**src/rtl/sparse_iir_filter_assert.svh**
```systemverilog
// assertion macros shared by the sparse iir filter rtl
// expects clk and arst_n in the scope of the including module
`ifndef SPARSE_IIR_FILTER_ASSERT_SVH
`define SPARSE_IIR_FILTER_ASSERT_SVH

// same-cycle implication, checked out of reset
`define SIF_ASSERT_IMP(lbl, ante, cons, msg) \
	lbl: assert property (@(posedge clk) disable iff (!arst_n) (ante) |-> (cons)) \
		else $error(msg);

// next-cycle implication, checked out of reset
`define SIF_ASSERT_NXT(lbl, ante, cons, msg) \
	lbl: assert property (@(posedge clk) disable iff (!arst_n) (ante) |=> (cons)) \
		else $error(msg);

`endif

```
**src/rtl/sif_skid.sv**
```systemverilog
// two-entry output buffer: output register plus skid register
// no dependencies
module sif_skid #(
	parameter int WIDTH = 17
) (
	input  logic             clk,
	input  logic             arst_n,
	input  logic             push,
	input  logic [WIDTH-1:0] push_data,
	output logic             push_ready,
	output logic             out_valid,
	input  logic             out_ready,
	output logic [WIDTH-1:0] out_data
);

	logic             main_valid_q;
	logic [WIDTH-1:0] main_data_q;
	logic             skid_valid_q;
	logic [WIDTH-1:0] skid_data_q;
	logic             pop;

	assign pop = main_valid_q && out_ready;
	assign push_ready = !skid_valid_q;
	assign out_valid = main_valid_q;
	assign out_data = main_data_q;

	// control flags
	always_ff @(posedge clk or negedge arst_n) begin
		if (!arst_n) begin
			main_valid_q <= 1'b0;
			skid_valid_q <= 1'b0;
		end else if (skid_valid_q) begin
			if (pop) begin
				skid_valid_q <= 1'b0;
			end
		end else if (push) begin
			if (main_valid_q && !pop) begin
				skid_valid_q <= 1'b1;
			end else begin
				main_valid_q <= 1'b1;
			end
		end else if (pop) begin
			main_valid_q <= 1'b0;
		end
	end

	// payload, kept in transaction order
	always_ff @(posedge clk) begin
		if (skid_valid_q) begin
			if (pop) begin
				main_data_q <= skid_data_q;
			end
		end else if (push) begin
			if (main_valid_q && !pop) begin
				skid_data_q <= push_data;
			end else begin
				main_data_q <= push_data;
			end
		end
	end

endmodule
```
**config.mk**
```make
export PLATFORM = sky130hd
export DESIGN_NAME = sif_skid
export DESIGN_NICKNAME = d
export VERILOG_FILES = /design/src/rtl/sparse_iir_filter_assert.svh /design/src/rtl/sif_skid.sv
export SDC_FILE = /design/constraint.sdc
export NUM_CORES = 1
export LEC_CHECK = 0
export ABC_AREA = 1
export BUFFER_PORTS_ARGS = -buffer_cell sky130_fd_sc_hd__buf_2
export CORE_UTILIZATION = 30
export CTS_CLUSTER_SIZE = 25
export DETAILED_ROUTE_END_ITERATION = 7
export SYNTH_ARGS = -nofsm -noshare
export SYNTH_HDL_FRONTEND = slang
export SYNTH_SLANG_ARGS = --single-unit
```
**constraint.sdc**
```tcl
create_clock -name clk -period 2.2 [get_ports clk]
set_clock_uncertainty 0.15 [all_clocks]
set_input_delay 0.11 -clock clk [delete_from_list [all_inputs] [get_ports clk]]
set_output_delay 0.11 -clock clk [all_outputs]
set_load 0.02 [all_outputs]
```
==> results of run 1 <==
-- path summary, 6_finish.rpt --
path                                     start      endpoint  slack, ps  depth (start not counted)
worst min-delay path            skid_data_q[8]   out_data[8]        370                          2
worst max register to register    skid_valid_q     out_valid        530                          4
max in group asynchronous               arst_n  skid_valid_q       1250                          3
min in group asynchronous               arst_n     out_valid        530                          3
worst max-delay path              skid_valid_q     out_valid        530                          4
worst min register to register  skid_data_q[8]   out_data[8]        370                          2
-- kinds of logic after synthesis --
family | count (synthesis) | share of synthesized area
flops | 36 | 0.793
buf+inv | 8 | 0.0287
simple gates | 61 | 0.172
compound gates | 1 | 0.00648
-- sequential cells by signal, summed over array words and instances, names as in the netlist --
signal        count
skid_valid_q      1
skid_data_q      17
out_data         17
out_valid         1
-- final cells by class --
class | instances | area (um^2)
Timing Repair Buffer | 66 | 453
Tap cell | 52 | 65.1
Clock buffer | 8 | 80.1
Inverter | 5 | 18.8
Sequential cell | 36 | 1070
Fill cell | 404 | 2420
Multi-Input combinational cell | 62 | 241
-- metrics by stage --
step,std cells,utilization,total power [mW]
floorplan,106,-,1.53
global placement,199,0.374,1.76
detailed placement,199,0.374,1.79
CTS,229,0.443,2.27
global route,229,0.443,2.39
finish,229,0.443,2.25
-- power groups by stage --
stage / registers, mW / logic [mW] / clock network, mW
after floorplan: 1.23 / 0.304 / 0
after global placement: 1.08 / 0.689 / 0
after detailed placement: 1.08 / 0.704 / 0
after CTS: 1.07 / 0.748 / 0.452
after global routing: 1.09 / 0.813 / 0.485
final: 1.07 / 0.740 / 0.442
-- worst max-delay path: stages, from the launching register on --
cell and delay, ps:
dfrtp_1 580, inv_2 80, nand2_1 100, nand3_1 80, dlygate4sd3_1 560
-- routing by layer --
layer  GRT usage  vias to the layer above  wire, um
li1            -                      487         -
met1       0.153                      438      1170
met2       0.187                       30      1290
met3      0.0468                       10        97
met4      0.0816                        0        81
met5           0                        -         0
-- cell usage in the layout (no fill, tap or decap), drive strengths merged --
cell / netlist / layout
a21oi: 1 / 1
buf: 3 / 44
clkbuf: 0 / 8
dfrtp: 2 / 2
dlygate4sd3: 0 / 22
edfxtp: 34 / 34
inv: 5 / 5
nand2: 58 / 58
nand3: 1 / 1
nor2: 2 / 2
-- what timing repair did --
| action | in CTS | in global routing |
|---|---|---|
| resized for setup | 0 | 0 |
| hold buffers | 22 | 0 |
| endpoints found under the hold margin | 38 | 0 |
==> run summary, run 1 <==
Outcome - complete, no violations
Mapped Avg Cell Area - 12.7 um^2
Die area - 0.00478 mm^2
Synth Warn # - 0
Setup TNS - 0 ps
Share of layout cells above drive strength 1 - 0.294
Pwr dens - 1170 mW/mm^2
Final Cycle Share - 0.760
Routed WL per cell - 11.5 um
Max IR drop VDD - 0.000307 V
FFs w/ async S/R, synth - 0.0556
Routed Antenna Nets - 0
Setup ws final - 529 ps
CP Max Fanout - 12
Gate power share - 0.329
Clk_lat worst skew - 280 ps
H-tree levels - 2
Reg power frac - 0.475
Synth Net Count - 127
Cell count after synthesis - 106
Pin count of the biggest net entering global routing - 19
Final hold violation count - 0
Pre-CTS setup slack - 567 ps
Detailed Route Iter0 Violations - 36
Crit path DAT - 1690 ps
Fin area - 0.00193 mm^2
Starting Density - 0.310
Worst Path Required - 2210 ps
CTS Sinks - 36
Sw frac - 0.344
IO Pins - 40
Die width - 69.1 um
GPL Wtd Cong - 0.669
Die height - 69.1 um
Max-cap check violation count - 0
Most frequent cell after synthesis - nand2_1
Synth area leader - edfxtp_1
Min cycle time layout - 1670 ps
CTS Buf Count - 5
Initial antenna violation count - 0
CTS root buf - clkbuf_8
Number of remaining DRC errors - 0
Final setup viols - 0
Grt ovf - 0
Postcts setup bufs - 0
Total core area - 0.00435 mm^2
Post-synth EDFFs - 34
Top cell type's share of synthesized area - 0.756
Largest cells by area after synthesis - edfxtp_1 76%, nand2_1 16%, dfrtp_1 3.7%
Slew HR - 0.737
NetSw - 0.774 mW
Vias post-DR - 965
Diode count - 0
Synth cell types - 11
Most frequent cells after synthesis - 57 x nand2_1, 34 x edfxtp_1, 4 x inv_1
Final wirelength - 2.64 mm
Post-DP HPWL - 1.84 mm
Flops & latches, synth - 36
Placed cell areas - 0.00163 mm^2
CP startpoint kind - flip-flop
Nets - 197
Max-slew violations - 0
I/O Buffers - 39
Row count - 24
Min-Delay Path Class - reg2reg
Critical Path Sink Type - flip-flop
CP Class - reg2reg
Drt pass-1 iters - 4
Hold Worst Slack - 370 ps
CTS tree - built
First-pass GRT wire length - 4.57 mm
Vias in the first global route - 946
Sequential fraction of the synthesis area - 0.793
P&R area growth vs syn - 42.8%
Prevailing post-synth register cell - edfxtp_1
Area of the mapped netlist - 0.00135 mm^2
FMAX - 0.598 GHz
Worst slew pin tran - 395 ps
Cell Int Power - 1.48 mW
GRT Resource Usage Total - 0.126
Clk buf depth - 2
Clk slew on worst S/H paths - 60 ps
Clk pwr share - 0.196
Pleak - 0.856 nW
DR vias/cell - 4.21
RSZ-0062 raised after global routing - false
Power figures use the tool's default switching activity.
==> run 2: changes to the inputs <==
Clock period 2.2 ns to 1.4 ns, I/O delays scaled along.
==> run 2 against run 1 <==
Sequential power rose by 56%. Worst setup slack worse by 510 ps. Register-to-register slack got worse by 510 ps. Clock power grew 100%. Combinational power is 89% higher. Non-clock buffer count up 4. Worst hold slack lost 11 ps. Final area increased by 6.5%. Clock-buffer cell count decreased by 2. Critical path depth unchanged. Die area unchanged. Wire length increased by 8.8%. Critical path type unchanged. Critical endpoint is now out_data[6]. Largest cell class unchanged.
==> run summary, run 2 (synthesized netlist as in run 1, its figures left out) <==
Outcome - complete, no violations
Fin util - 0.472 (+0.0290)
Drt pass-1 iters - 4 (unchanged)
Clk slew on worst S/H paths - 70 ps (about the same)
CTS Buf Count - 5 (unchanged)
Worst Path Required - 1250 ps (-960 ps)
Min-Delay Path Class - in2reg
Starting Density - 0.310 (unchanged)
FF-to-FF path depth - 4 (unchanged)
NetSw - 1.30 mW (+69%)
Leading cell types in the layout, fill and taps excluded - 55 x nand2_1, 38 x buf_2, 34 x edfxtp_1
Critical Path Sink Type - flip-flop
Hold endpoint - skid_data_q[4]
Clk pwr share - 0.225 (+0.029)
Routed WL per cell - 12.3 um (+6.9%)
Vias post-DR - 1011 (+4.8%)
FMAX - 0.725 GHz (+21%)
Reg power frac - 0.421 (-0.054)
Crit path DAT - 1230 ps (-460 ps)
Gate power share - 0.355 (+0.026)
Worst slew pin tran - 156 ps (-239 ps)
GPL Wtd Cong - 0.725 (+8.4%)
Grt ovf - 0 (unchanged)
Final Cycle Share - 0.986 (+0.226)
Commonest non-fill, non-tap cell in the layout - nand2_1
CP Class - reg2reg
Die height - 69.1 um (unchanged)
Total core area - 0.00435 mm^2 (unchanged)
Critical R2R Capture - out_data[6]
H-tree levels - 2 (unchanged)
Die area - 0.00478 mm^2 (unchanged)
Die width - 69.1 um (unchanged)
Row count - 24 (unchanged)
Final hold violation count - 0 (unchanged)
Min cycle time layout - 1380 ps (-292 ps)
Post-DP HPWL - 1.91 mm (+3.7%)
Nets - 201 (+2.0%)
Max layer used - met4
RSZ-0062 raised after global routing - true
Pin count of the biggest net entering global routing - 19 (unchanged)
Sw frac - 0.329 (-0.0146)
IO Pins - 40 (unchanged)
Clk buf depth - 2 (unchanged)
Diode count - 0 (unchanged)
Share of layout cells above drive strength 1 - 0.370 (+0.0764)
Met1 Wirelength - 1.24 mm (+5.7%)
Final wirelength - 2.87 mm (+8.8%)
Cell Int Power - 2.66 mW (+80%)
Routed Antenna Nets - 0 (unchanged)
DR WL met3 - 121 um (+25%)
DR vias/cell - 4.34 (+3.0%)
Hold Path Stages - 2 (unchanged)
Number of remaining DRC errors - 0 (unchanged)
Detailed Route Iter0 Violations - 73 (+100%)
R2R setup slack - 20 ps (-510 ps)
Vias in the first global route - 1031 (+9.0%)
CTS Sinks - 36 (unchanged)
Setup TNS - 0 ps (unchanged)
CTS root buf - clkbuf_8
Max-cap check violation count - 0 (unchanged)
Pleak - 0.898 nW (+4.8%)
Clk_lat worst skew - 280 ps (about the same)
GRT Resource Usage Total - 0.129 (+0.00365)
CP Max Fanout - 12 (unchanged)
I/O Buffers - 39 (unchanged)
Slew HR - 0.896 (+0.159)
First-pass GRT wire length - 4.77 mm (+4.4%)
Final setup viols - 0 (unchanged)
Max-slew violations - 0 (unchanged)
Max IR drop VDD - 0.000586 V (+91%)
Initial antenna violation count - 0 (unchanged)
CP startpoint kind - flip-flop
CTS tree - built
Pwr dens - 1930 mW/mm^2 (+65%)
Reg2reg start - skid_valid_q
Hold Path Origin - push_data[4]
P&R area growth vs syn - 52.1%
DR WL met2 - 1.45 mm (+12%)
[run 2: changes by cell type in the layout (fill, tap and decap cells not counted), moves of 2 or more]
cell	delta
buf_12	+2
buf_6	+2
clkbuf_1	-2
dfrtp_1	-2
dfrtp_2	+2
inv_1	-2
nand2_1	-2
nand2_2	+2
nor2_1	-2
[run 2: power groups by stage]
stage | Combinational, mW | Clock (mW) | Sequential (mW)
global placement | 1.25 | 0 | 1.68
detailed placement | 1.28 | 0 | 1.69
global route | 1.54 | 0.947 | 1.69
finish | 1.40 | 0.890 | 1.67
CTS | 1.38 | 0.901 | 1.67
floorplan | 0.525 | 0 | 1.94
[run 2: cell type report]
class                   count  area [um^2]
well taps                  52         65.1
fillers                   415         2300
clock buffers               6         72.6
repair buffers             70          523
flip-flops and latches     36         1070
multi-input cells          62          264
inverters                   5         22.5
clock inverters             2         35.0
[run 2: layer usage]
| layer | vias up | GRT usage |
|---|---|---|
| met3 | 6 | 0.0263 |
| li1 | 494 | - |
| met4 | 0 | 0.0884 |
| met5 | - | 0 |
| met2 | 29 | 0.204 |
| met1 | 482 | 0.159 |
[run 2: worst max-delay path by stage]
stage                            start         endpoint  slack, ps  depth (start not counted)
after global placement    skid_valid_q  skid_data_q[13]        -10                          3
after CTS                    out_valid     out_data[15]          7                          5
final                     skid_valid_q      out_data[6]         20                          4
after floorplan           skid_valid_q      out_data[0]        -70                          3
after global routing      skid_valid_q     out_data[13]        -30                          4
after detailed placement  skid_valid_q  skid_data_q[16]       -110                          3
[run 2: stage by stage]
step | hold WS (ps) | instance area, um^2 | worst slack [ps] | cells | total power, mW
floorplan | -376 | 1380 | -73.3 | 106 | 2.46
global placement | -287 | 1680 | -12.7 | 201 | 2.93
detailed placement | -288 | 1680 | -112 | 201 | 2.97
CTS | 357 | 2040 | 6.81 | 232 | 3.95
global route | 375 | 2060 | -26.2 | 233 | 4.18
finish | 359 | 2060 | 20.2 | 233 | 3.96
[run 2: what timing repair did]
action                                 in CTS  in global routing
setup buffers                               2                  1
gates resized for setup                     3                  3
endpoints found under the hold margin      38                  0
hold buffers                               21                  0
pin swaps                                   0                  1
setup endpoints to repair                  18                 18
[run 2: critical path, stage by stage (launching register included)]
cell and delay [ps]:
dfrtp_2 450, inv_2 90, nand2_2 70, a21oi_4 170, buf_12 160
