File: src/rtl/sparse_iir_filter_assert.svh
// assertion macros shared by the sparse iir filter rtl
// expects clk and arst_n in the scope of the including module
`ifndef SPARSE_IIR_FILTER_ASSERT_SVH
`define SPARSE_IIR_FILTER_ASSERT_SVH

// same-cycle implication, checked out of reset
`define SIF_ASSERT_IMP(lbl, ante, cons, msg) \
	lbl: assert property (@(posedge clk) disable iff (!arst_n) (ante) |-> (cons)) \
		else $error(msg);

// next-cycle implication, checked out of reset
`define SIF_ASSERT_NXT(lbl, ante, cons, msg) \
	lbl: assert property (@(posedge clk) disable iff (!arst_n) (ante) |=> (cons)) \
		else $error(msg);

`endif

File: src/rtl/sif_pkg.sv
// shared types and constants of the sparse iir filter
// no dependencies
package sif_pkg;

	// coefficient format: signed q2.14
	localparam int COEF_W = 16;
	localparam int FRAC_W = 14;
	localparam int ROUND_BIAS = 8192;

	// register file layout: three feed-forward taps, then five feedback taps
	localparam int NUM_X = 3;
	localparam int NUM_Y = 5;
	localparam int NUM_COEFS = NUM_X + NUM_Y;
	localparam int CFG_IDX_W = $clog2(NUM_COEFS);

	// delay line depths
	localparam int IN_DEPTH = 9;
	localparam int OUT_DEPTH = 10;

	typedef logic signed [COEF_W-1:0] coef_t;

	// history positions read for the current sample (position 0 is one sample back)
	localparam int X_TAP [NUM_X] = '{4, 6, 8};
	localparam int Y_TAP [NUM_Y] = '{1, 3, 5, 7, 9};

	// coefficient values after reset, in register index order
	localparam coef_t COEF_RESET [NUM_COEFS] = '{
		16'sd16384, -16'sd9994, 16'sd1475, 16'sd7373,
		16'sd4157, -16'sd5014, -16'sd4206, -16'sd336
	};

endpackage

File: src/rtl/sif_sum.sv
// adder tree, rounding and saturation of the registered products
// depends on sif_pkg
module sif_sum import sif_pkg::*; #(
	parameter int SAMPLE_WIDTH = 16,
	localparam int PROD_W = SAMPLE_WIDTH + COEF_W
) (
	input  logic signed [PROD_W-1:0]       prod [NUM_COEFS],
	output logic signed [SAMPLE_WIDTH-1:0] y,
	output logic                           clip
);

	localparam int ACC_W = PROD_W + 4;
	localparam int HI_W = ACC_W - SAMPLE_WIDTH + 1;
	localparam logic signed [SAMPLE_WIDTH-1:0] SAMPLE_MAX = {1'b0, {(SAMPLE_WIDTH-1){1'b1}}};
	localparam logic signed [SAMPLE_WIDTH-1:0] SAMPLE_MIN = {1'b1, {(SAMPLE_WIDTH-1){1'b0}}};

	logic signed [ACC_W-1:0] lvl1 [NUM_COEFS/2];
	logic signed [ACC_W-1:0] lvl2 [NUM_COEFS/4];
	logic signed [ACC_W-1:0] acc;
	logic signed [ACC_W-1:0] rounded;
	logic signed [ACC_W-1:0] shifted;
	logic        [HI_W-1:0]  hi;

	// three-level tree over the eight products
	always_comb begin
		for (int i = 0; i < NUM_COEFS/2; i++) begin
			lvl1[i] = ACC_W'(prod[2*i]) + ACC_W'(prod[2*i + 1]);
		end
		for (int i = 0; i < NUM_COEFS/4; i++) begin
			lvl2[i] = lvl1[2*i] + lvl1[2*i + 1];
		end
		acc = lvl2[0] + lvl2[1];
	end

	// round half up, then floor shift
	assign rounded = acc + ACC_W'(ROUND_BIAS);
	assign shifted = rounded >>> FRAC_W;

	// clip when the bits above the sample sign are not a pure sign extension
	assign hi = shifted[ACC_W-1:SAMPLE_WIDTH-1];

	always_comb begin
		clip = !((&hi) || !(|hi));
		if (!clip) begin
			y = shifted[SAMPLE_WIDTH-1:0];
		end else if (shifted[ACC_W-1]) begin
			y = SAMPLE_MIN;
		end else begin
			y = SAMPLE_MAX;
		end
	end

endmodule

File: config.mk
export PLATFORM = sky130hd
export DESIGN_NAME = sif_sum
export DESIGN_NICKNAME = d
export VERILOG_FILES = /design/src/rtl/sparse_iir_filter_assert.svh /design/src/rtl/sif_pkg.sv /design/src/rtl/sif_sum.sv
export SDC_FILE = /design/constraint.sdc
export NUM_CORES = 1
export LEC_CHECK = 0
export BUFFER_PORTS_ARGS = -buffer_cell sky130_fd_sc_hd__buf_2
export CORE_MARGIN = 5
export CORE_UTILIZATION = 35
export DETAILED_ROUTE_END_ITERATION = 16
export PLACE_DENSITY = 0.68
export SLEW_MARGIN = 25
export SYNTH_ARGS = -nofsm -noshare
export SYNTH_HDL_FRONTEND = slang
export SYNTH_SLANG_ARGS = --single-unit
File: constraint.sdc
create_clock -name vclk -period 6.15
set_clock_uncertainty 0.2 [all_clocks]
set_input_delay 0.615 -clock vclk [all_inputs]
set_output_delay 0.615 -clock vclk [all_outputs]
set_load 0.03 [all_outputs]
==> impl_metrics.json, run 1 <==
{
  "totalWireLength_mm": 21.3,
  "port_buffers": 273,
  "layout.cells.most_common_list": "390 x sky130_fd_sc_hd__inv_1, 256 x sky130_fd_sc_hd__buf_2, 194 x sky130_fd_sc_hd__fa_1",
  "failed_checks": "setup timing",
  "setup_violations": 15,
  "drt_pass1_iterations": 6,
  "vias_per_cell": 4.48,
  "nets": 1792,
  "globalplace.congestion": 0.888,
  "finalHoldViolations": 0,
  "min_period_over_period_pct": 102,
  "start_util_pct": 35.1,
  "area_growth_syn_to_layout_pct": 39.0,
  "worst_setup_sp": "prod[173]",
  "die-width_um": 160,
  "timing.hold.ws_ps": 2330,
  "diodes": 0,
  "final-seq-area_um2": 0,
  "netlist_instances": 911,
  "clkbuf_count": 0,
  "antenna_found_initial": 1,
  "final_layout_size_suffix_gt1_share_pct": 36.4,
  "synth.yosys.seq_area_share_pct": 0,
  "syn_area_per_cell_um2": 8.65,
  "synth.top_cells.by_area": "sky130_fd_sc_hd__fa_1 49%, sky130_fd_sc_hd__inv_1 19%, sky130_fd_sc_hd__ha_1 10%",
  "timing.critical_path.to": "y[5]",
  "post-route-worst-setup-slack_ps": -137,
  "route.antenna.remaining_nets": 0,
  "critical_path_class": "in2out",
  "post-synth-top-area-fraction_pct": 49.3,
  "die_h_um": 160,
  "crit_start_category": "input pin",
  "grt.overflow.total": 0,
  "outcome": "complete, but fails checks",
  "timing.critical_path.required_ps": 5330,
  "layout.cells.most_common": "sky130_fd_sc_hd__inv_1",
  "worstPathArrival_ps": 5470,
  "synthesis.area_um2": 7880,
  "critical_path_peak_fanout": 5,
  "final.fill_count": 2158,
  "max_clock_freq_mhz": 159,
  "grt_pass1_vias": 7766,
  "top_level_ports": 273,
  "rsz0062_at_grt": "true",
  "relSlewSlack_pct": 71.1,
  "floorplan.die_area_um2": 25600,
  "timing_worst_slew_pin_value_ps": 430,
  "syn_nets": 1426,
  "period_needed_ps": 6290,
  "cts_hold_repair.buffers": 0,
  "track_usage_pct": 16.3,
  "drt_drc_violations_left": 0,
  "std_cell_rows": 55,
  "hpwlAfterDp_mm": 19.5,
  "synth.distinct_cells": 59,
  "hold_path.class": "in2out",
  "initialDrtViolationCount": 292,
  "grt_max_degree": 12,
  "number_of_max_cap_violations": 0,
  "core_area_um2": 22400,
  "yosysWarnings": 0,
  "finalMaxSlewViolations": 0,
  "routed_length_per_placed_instance_um": 13.6,
  "grt_pass1_wl_mm": 35.3,
  "vias": 6984,
  "nFlopsAndLatches": 0,
  "tns_ps": -1270,
  "synth_largest_area_cell": "sky130_fd_sc_hd__fa_1",
  "setup.worst_path.end_class": "output pin"
}
through the flow:
stage | cells | worst slack, ps | utilization [%] | area [µm²]
5_1_grt | 1560 | -319 | 48.9 | 11000
3_5_place_dp | 1543 | -421 | 45.4 | 10200
3_3_place_gp | 1543 | -338 | 45.4 | 10200
4_1_cts | 1554 | -151 | 47.7 | 10700
6_report | 1560 | -137 | 48.9 | 11000
2_1_floorplan | 911 | 17.2 | - | 7880
worst max-delay path, stage by stage:
cell	delay (ps)
sky130_fd_sc_hd__buf_2	120
sky130_fd_sc_hd__fa_1	580
sky130_fd_sc_hd__inv_1	70
sky130_fd_sc_hd__fa_1	500
sky130_fd_sc_hd__inv_1	50
sky130_fd_sc_hd__fa_1	530
sky130_fd_sc_hd__fa_1	460
sky130_fd_sc_hd__ha_4	290
sky130_fd_sc_hd__buf_4	150
sky130_fd_sc_hd__nand2_1	60
sky130_fd_sc_hd__o21ai_1	100
sky130_fd_sc_hd__a31oi_4	190
sky130_fd_sc_hd__o31ai_4	120
sky130_fd_sc_hd__a221o_1	370
sky130_fd_sc_hd__nor4_4	390
sky130_fd_sc_hd__a41oi_4	180
sky130_fd_sc_hd__buf_12	190
sky130_fd_sc_hd__buf_6	130
sky130_fd_sc_hd__a31oi_1	170
sky130_fd_sc_hd__buf_4	190
worst min path at each step:
stage | start | endpoint | slack [ps] | cells past startpoint
final | prod[251] | y[14] | 2330 | 9
after global routing | prod[251] | y[14] | 2410 | 9
after CTS | prod[251] | y[14] | 2310 | 9
after detailed placement | prod[251] | y[14] | 2330 | 9
after global placement | prod[251] | y[14] | 2320 | 9
after floorplan | prod[224] | y[3] | 1980 | 7
repair_timing:
item,CTS,global route
gates cloned,1,0
endpoints found under the setup margin,16,17
pin swaps,18,14
gates resized for setup,87,43
buffers inserted,10,6
cell usage after synthesis, types with 3 or more instances:
cell	n
sky130_fd_sc_hd__nand3_1	6
sky130_fd_sc_hd__o21a_1	4
sky130_fd_sc_hd__a211oi_1	4
sky130_fd_sc_hd__and2_1	3
sky130_fd_sc_hd__buf_2	9
sky130_fd_sc_hd__o211ai_1	9
sky130_fd_sc_hd__o22ai_1	6
sky130_fd_sc_hd__a21oi_2	4
sky130_fd_sc_hd__inv_1	394
sky130_fd_sc_hd__a21oi_1	38
sky130_fd_sc_hd__o21ai_0	16
sky130_fd_sc_hd__o21bai_1	6
sky130_fd_sc_hd__and4_1	3
sky130_fd_sc_hd__and3_1	6
sky130_fd_sc_hd__nand4_1	8
sky130_fd_sc_hd__ha_1	65
sky130_fd_sc_hd__nand2_1	26
sky130_fd_sc_hd__o21ai_1	6
sky130_fd_sc_hd__xnor2_1	10
sky130_fd_sc_hd__a21o_1	3
sky130_fd_sc_hd__nor3_1	10
sky130_fd_sc_hd__a31oi_1	14
sky130_fd_sc_hd__xor2_1	6
sky130_fd_sc_hd__fa_1	194
sky130_fd_sc_hd__nor2_1	15
cell type report:
type	instances	area (µm²)	area share, %
Inverter	395	1490	13.6
Multi-Input combinational cell	503	6820	62.3
Tap cell	285	357	3.25
Timing Repair Buffer	377	2290	20.9
logic make-up after synthesis:
kind of cell,count (synthesis),share of synthesized area [%]
XOR/XNOR,18,2.19
AO/OA/AOI/OAI,136,12.2
buffers and inverters,408,19.8
multiplexers,1,0.127
AND/OR/NAND/NOR,89,6.17
adder cells (fa/ha/maj),259,59.6
metal layers:
layer	GRT usage (%)	share of wire [%]
met5	0	0.052
met4	0.743	0.43
met3	2.14	6.5
met2	30.7	53
met1	20.8	40
Power of run 1 is not shown: default switching activity piles up to over one toggle a cycle in this logic, so the estimate is an artifact.
==> run 2: changes to the inputs <==
- CELL_PAD_IN_SITES_DETAIL_PLACEMENT: not set -> 0
- CELL_PAD_IN_SITES_GLOBAL_PLACEMENT: not set -> 1
- PLACE_DENSITY: 0.68 -> 0.86
==> run 2 against run 1 <==
Against the previous run: the run still ends with setup timing left; maximum frequency decreased by 1.4%; utilization decreased by 0.71 points; global-route usage decreased by 0.15 points; largest cell class unchanged; highest routed layer is now met4.
==> impl_metrics.json, run 2 (synthesis results as in run 1) <==
{
  "outcome": "complete, but fails checks",
  "failed_checks": "setup timing",
  "std_cell_rows": 55,
  "port_buffers": 273,
  "totalWireLength_mm": 20.5,
  "grt_pass1_wl_mm": 35.0,
  "rsz0062_at_grt": "true",
  "wl_met1_mm": 8.27,
  "critical_path_class": "in2out",
  "globalplace.congestion": 0.876,
  "floorplan.die_area_um2": 25600,
  "core_area_um2": 22400,
  "drt_pass1_iterations": 5,
  "route.antenna.remaining_nets": 0,
  "timing.critical_path.required_ps": 5330,
  "hpwlAfterDp_mm": 19.2,
  "nets": 1791,
  "grt_max_degree": 12,
  "vias": 6960,
  "critical_path_peak_fanout": 3,
  "wl_met2_mm": 10.6,
  "layout.cells.most_common_list": "388 x sky130_fd_sc_hd__inv_1, 256 x sky130_fd_sc_hd__buf_2, 194 x sky130_fd_sc_hd__fa_1",
  "top_signal_layer_used": "met4",
  "track_usage_pct": 16.1,
  "routed-wl-met3_mm": 1.27,
  "start_util_pct": 35.1,
  "timing_worst_slew_pin_value_ps": 408,
  "timing.hold.worst.start": "prod[224]",
  "nFlopsAndLatches": 0,
  "final_layout_size_suffix_gt1_share_pct": 34.9,
  "min_period_over_period_pct": 104,
  "worstPathArrival_ps": 5560,
  "initialDrtViolationCount": 203,
  "timing.hold.worst_endpoint": "y[0]",
  "diodes": 0,
  "routed_length_per_placed_instance_um": 13.1,
  "clkbuf_count": 0,
  "area_growth_syn_to_layout_pct": 37.0,
  "number_of_max_cap_violations": 0,
  "setup_violations": 16,
  "die-width_um": 160,
  "final-seq-area_um2": 0,
  "setup.worst_path.end_class": "output pin",
  "dp_slack_ps": -296,
  "vias_per_cell": 4.46,
  "layout.cells.most_common": "sky130_fd_sc_hd__inv_1",
  "antenna_found_initial": 0,
  "top_level_ports": 273,
  "drt_drc_violations_left": 0,
  "hold_path.class": "in2out",
  "hold-path-cell-count": 9,
  "finalHoldViolations": 0,
  "dp.cells": 1547,
  "die_h_um": 160,
  "period_needed_ps": 6370,
  "crit_start_category": "input pin",
  "final.fill_count": 2211,
  "grt_pass1_vias": 7649,
  "grt.overflow.total": 0,
  "finalMaxSlewViolations": 0,
  "instances_no_fill": 1559,
  "max_clock_freq_mhz": 157,
  "post-route-worst-setup-slack_ps": -224,
  "relSlewSlack_pct": 72.5
}
## run 2: changes by cell type in the layout (fill, tap and decap cells not counted), sizes merged
cell / change
buf: -1
## run 2: area by class of cell
cell class | count | area, µm² | area share [%]
Inverter | 395 | 1490 | 13.8
Multi-Input combinational cell | 503 | 6710 | 62.1
Tap cell | 285 | 357 | 3.30
Timing Repair Buffer | 376 | 2250 | 20.8
## run 2: per-stage QoR
stage	TNS (ps)	util (%)	area, µm²	hold slack (ps)
5_1_grt	-6510	48.1	10800	2310
3_3_place_gp	-4170	45.5	10200	2210
3_5_place_dp	-3660	45.5	10200	2220
4_1_cts	-2430	47.1	10600	2220
6_report	-2980	48.1	10800	2220
2_1_floorplan	0	-	7880	1980
## run 2: worst max-delay path, cell delays in order
cell and delay, ps:
sky130_fd_sc_hd__buf_8 70, sky130_fd_sc_hd__inv_4 20, sky130_fd_sc_hd__fa_1 540, sky130_fd_sc_hd__inv_2 40
sky130_fd_sc_hd__fa_1 500, sky130_fd_sc_hd__fa_1 580, sky130_fd_sc_hd__inv_2 40, sky130_fd_sc_hd__fa_1 490
sky130_fd_sc_hd__inv_2 40, sky130_fd_sc_hd__ha_4 280, sky130_fd_sc_hd__nand4_1 170, sky130_fd_sc_hd__o31ai_4 350
sky130_fd_sc_hd__a21oi_2 130, sky130_fd_sc_hd__o31ai_4 260, sky130_fd_sc_hd__a221o_1 290, sky130_fd_sc_hd__buf_6 140
sky130_fd_sc_hd__buf_4 100, sky130_fd_sc_hd__o22ai_2 80, sky130_fd_sc_hd__nor4_4 340, sky130_fd_sc_hd__buf_4 200
sky130_fd_sc_hd__o22ai_1 90, sky130_fd_sc_hd__buf_4 180
## run 2: routing by layer
layer / GRT usage (%) / vias to the layer above
met3: 2.04 / 22
met5: 0 / -
met4: 1.60 / 0
met2: 29.9 / 214
met1: 20.8 / 3328
li1: - / 3396
## run 2: worst max-delay path by stage
stage                     startpoint  endpoint  cells after the start
after detailed placement   prod[117]      y[2]                     19
after CTS                    prod[4]      clip                     21
after global placement     prod[100]     y[13]                     21
after floorplan            prod[100]     y[10]                     18
after global routing         prod[4]      y[9]                     22
final                        prod[4]      y[6]                     22
## run 2: repair_timing
action                     CTS  global route
gates resized for setup     55            40
pin swaps                   20             8
hold buffers                 0             0
buffers inserted            11             5
setup endpoints to repair   16            17
Power of run 2 is left out for the same reason.
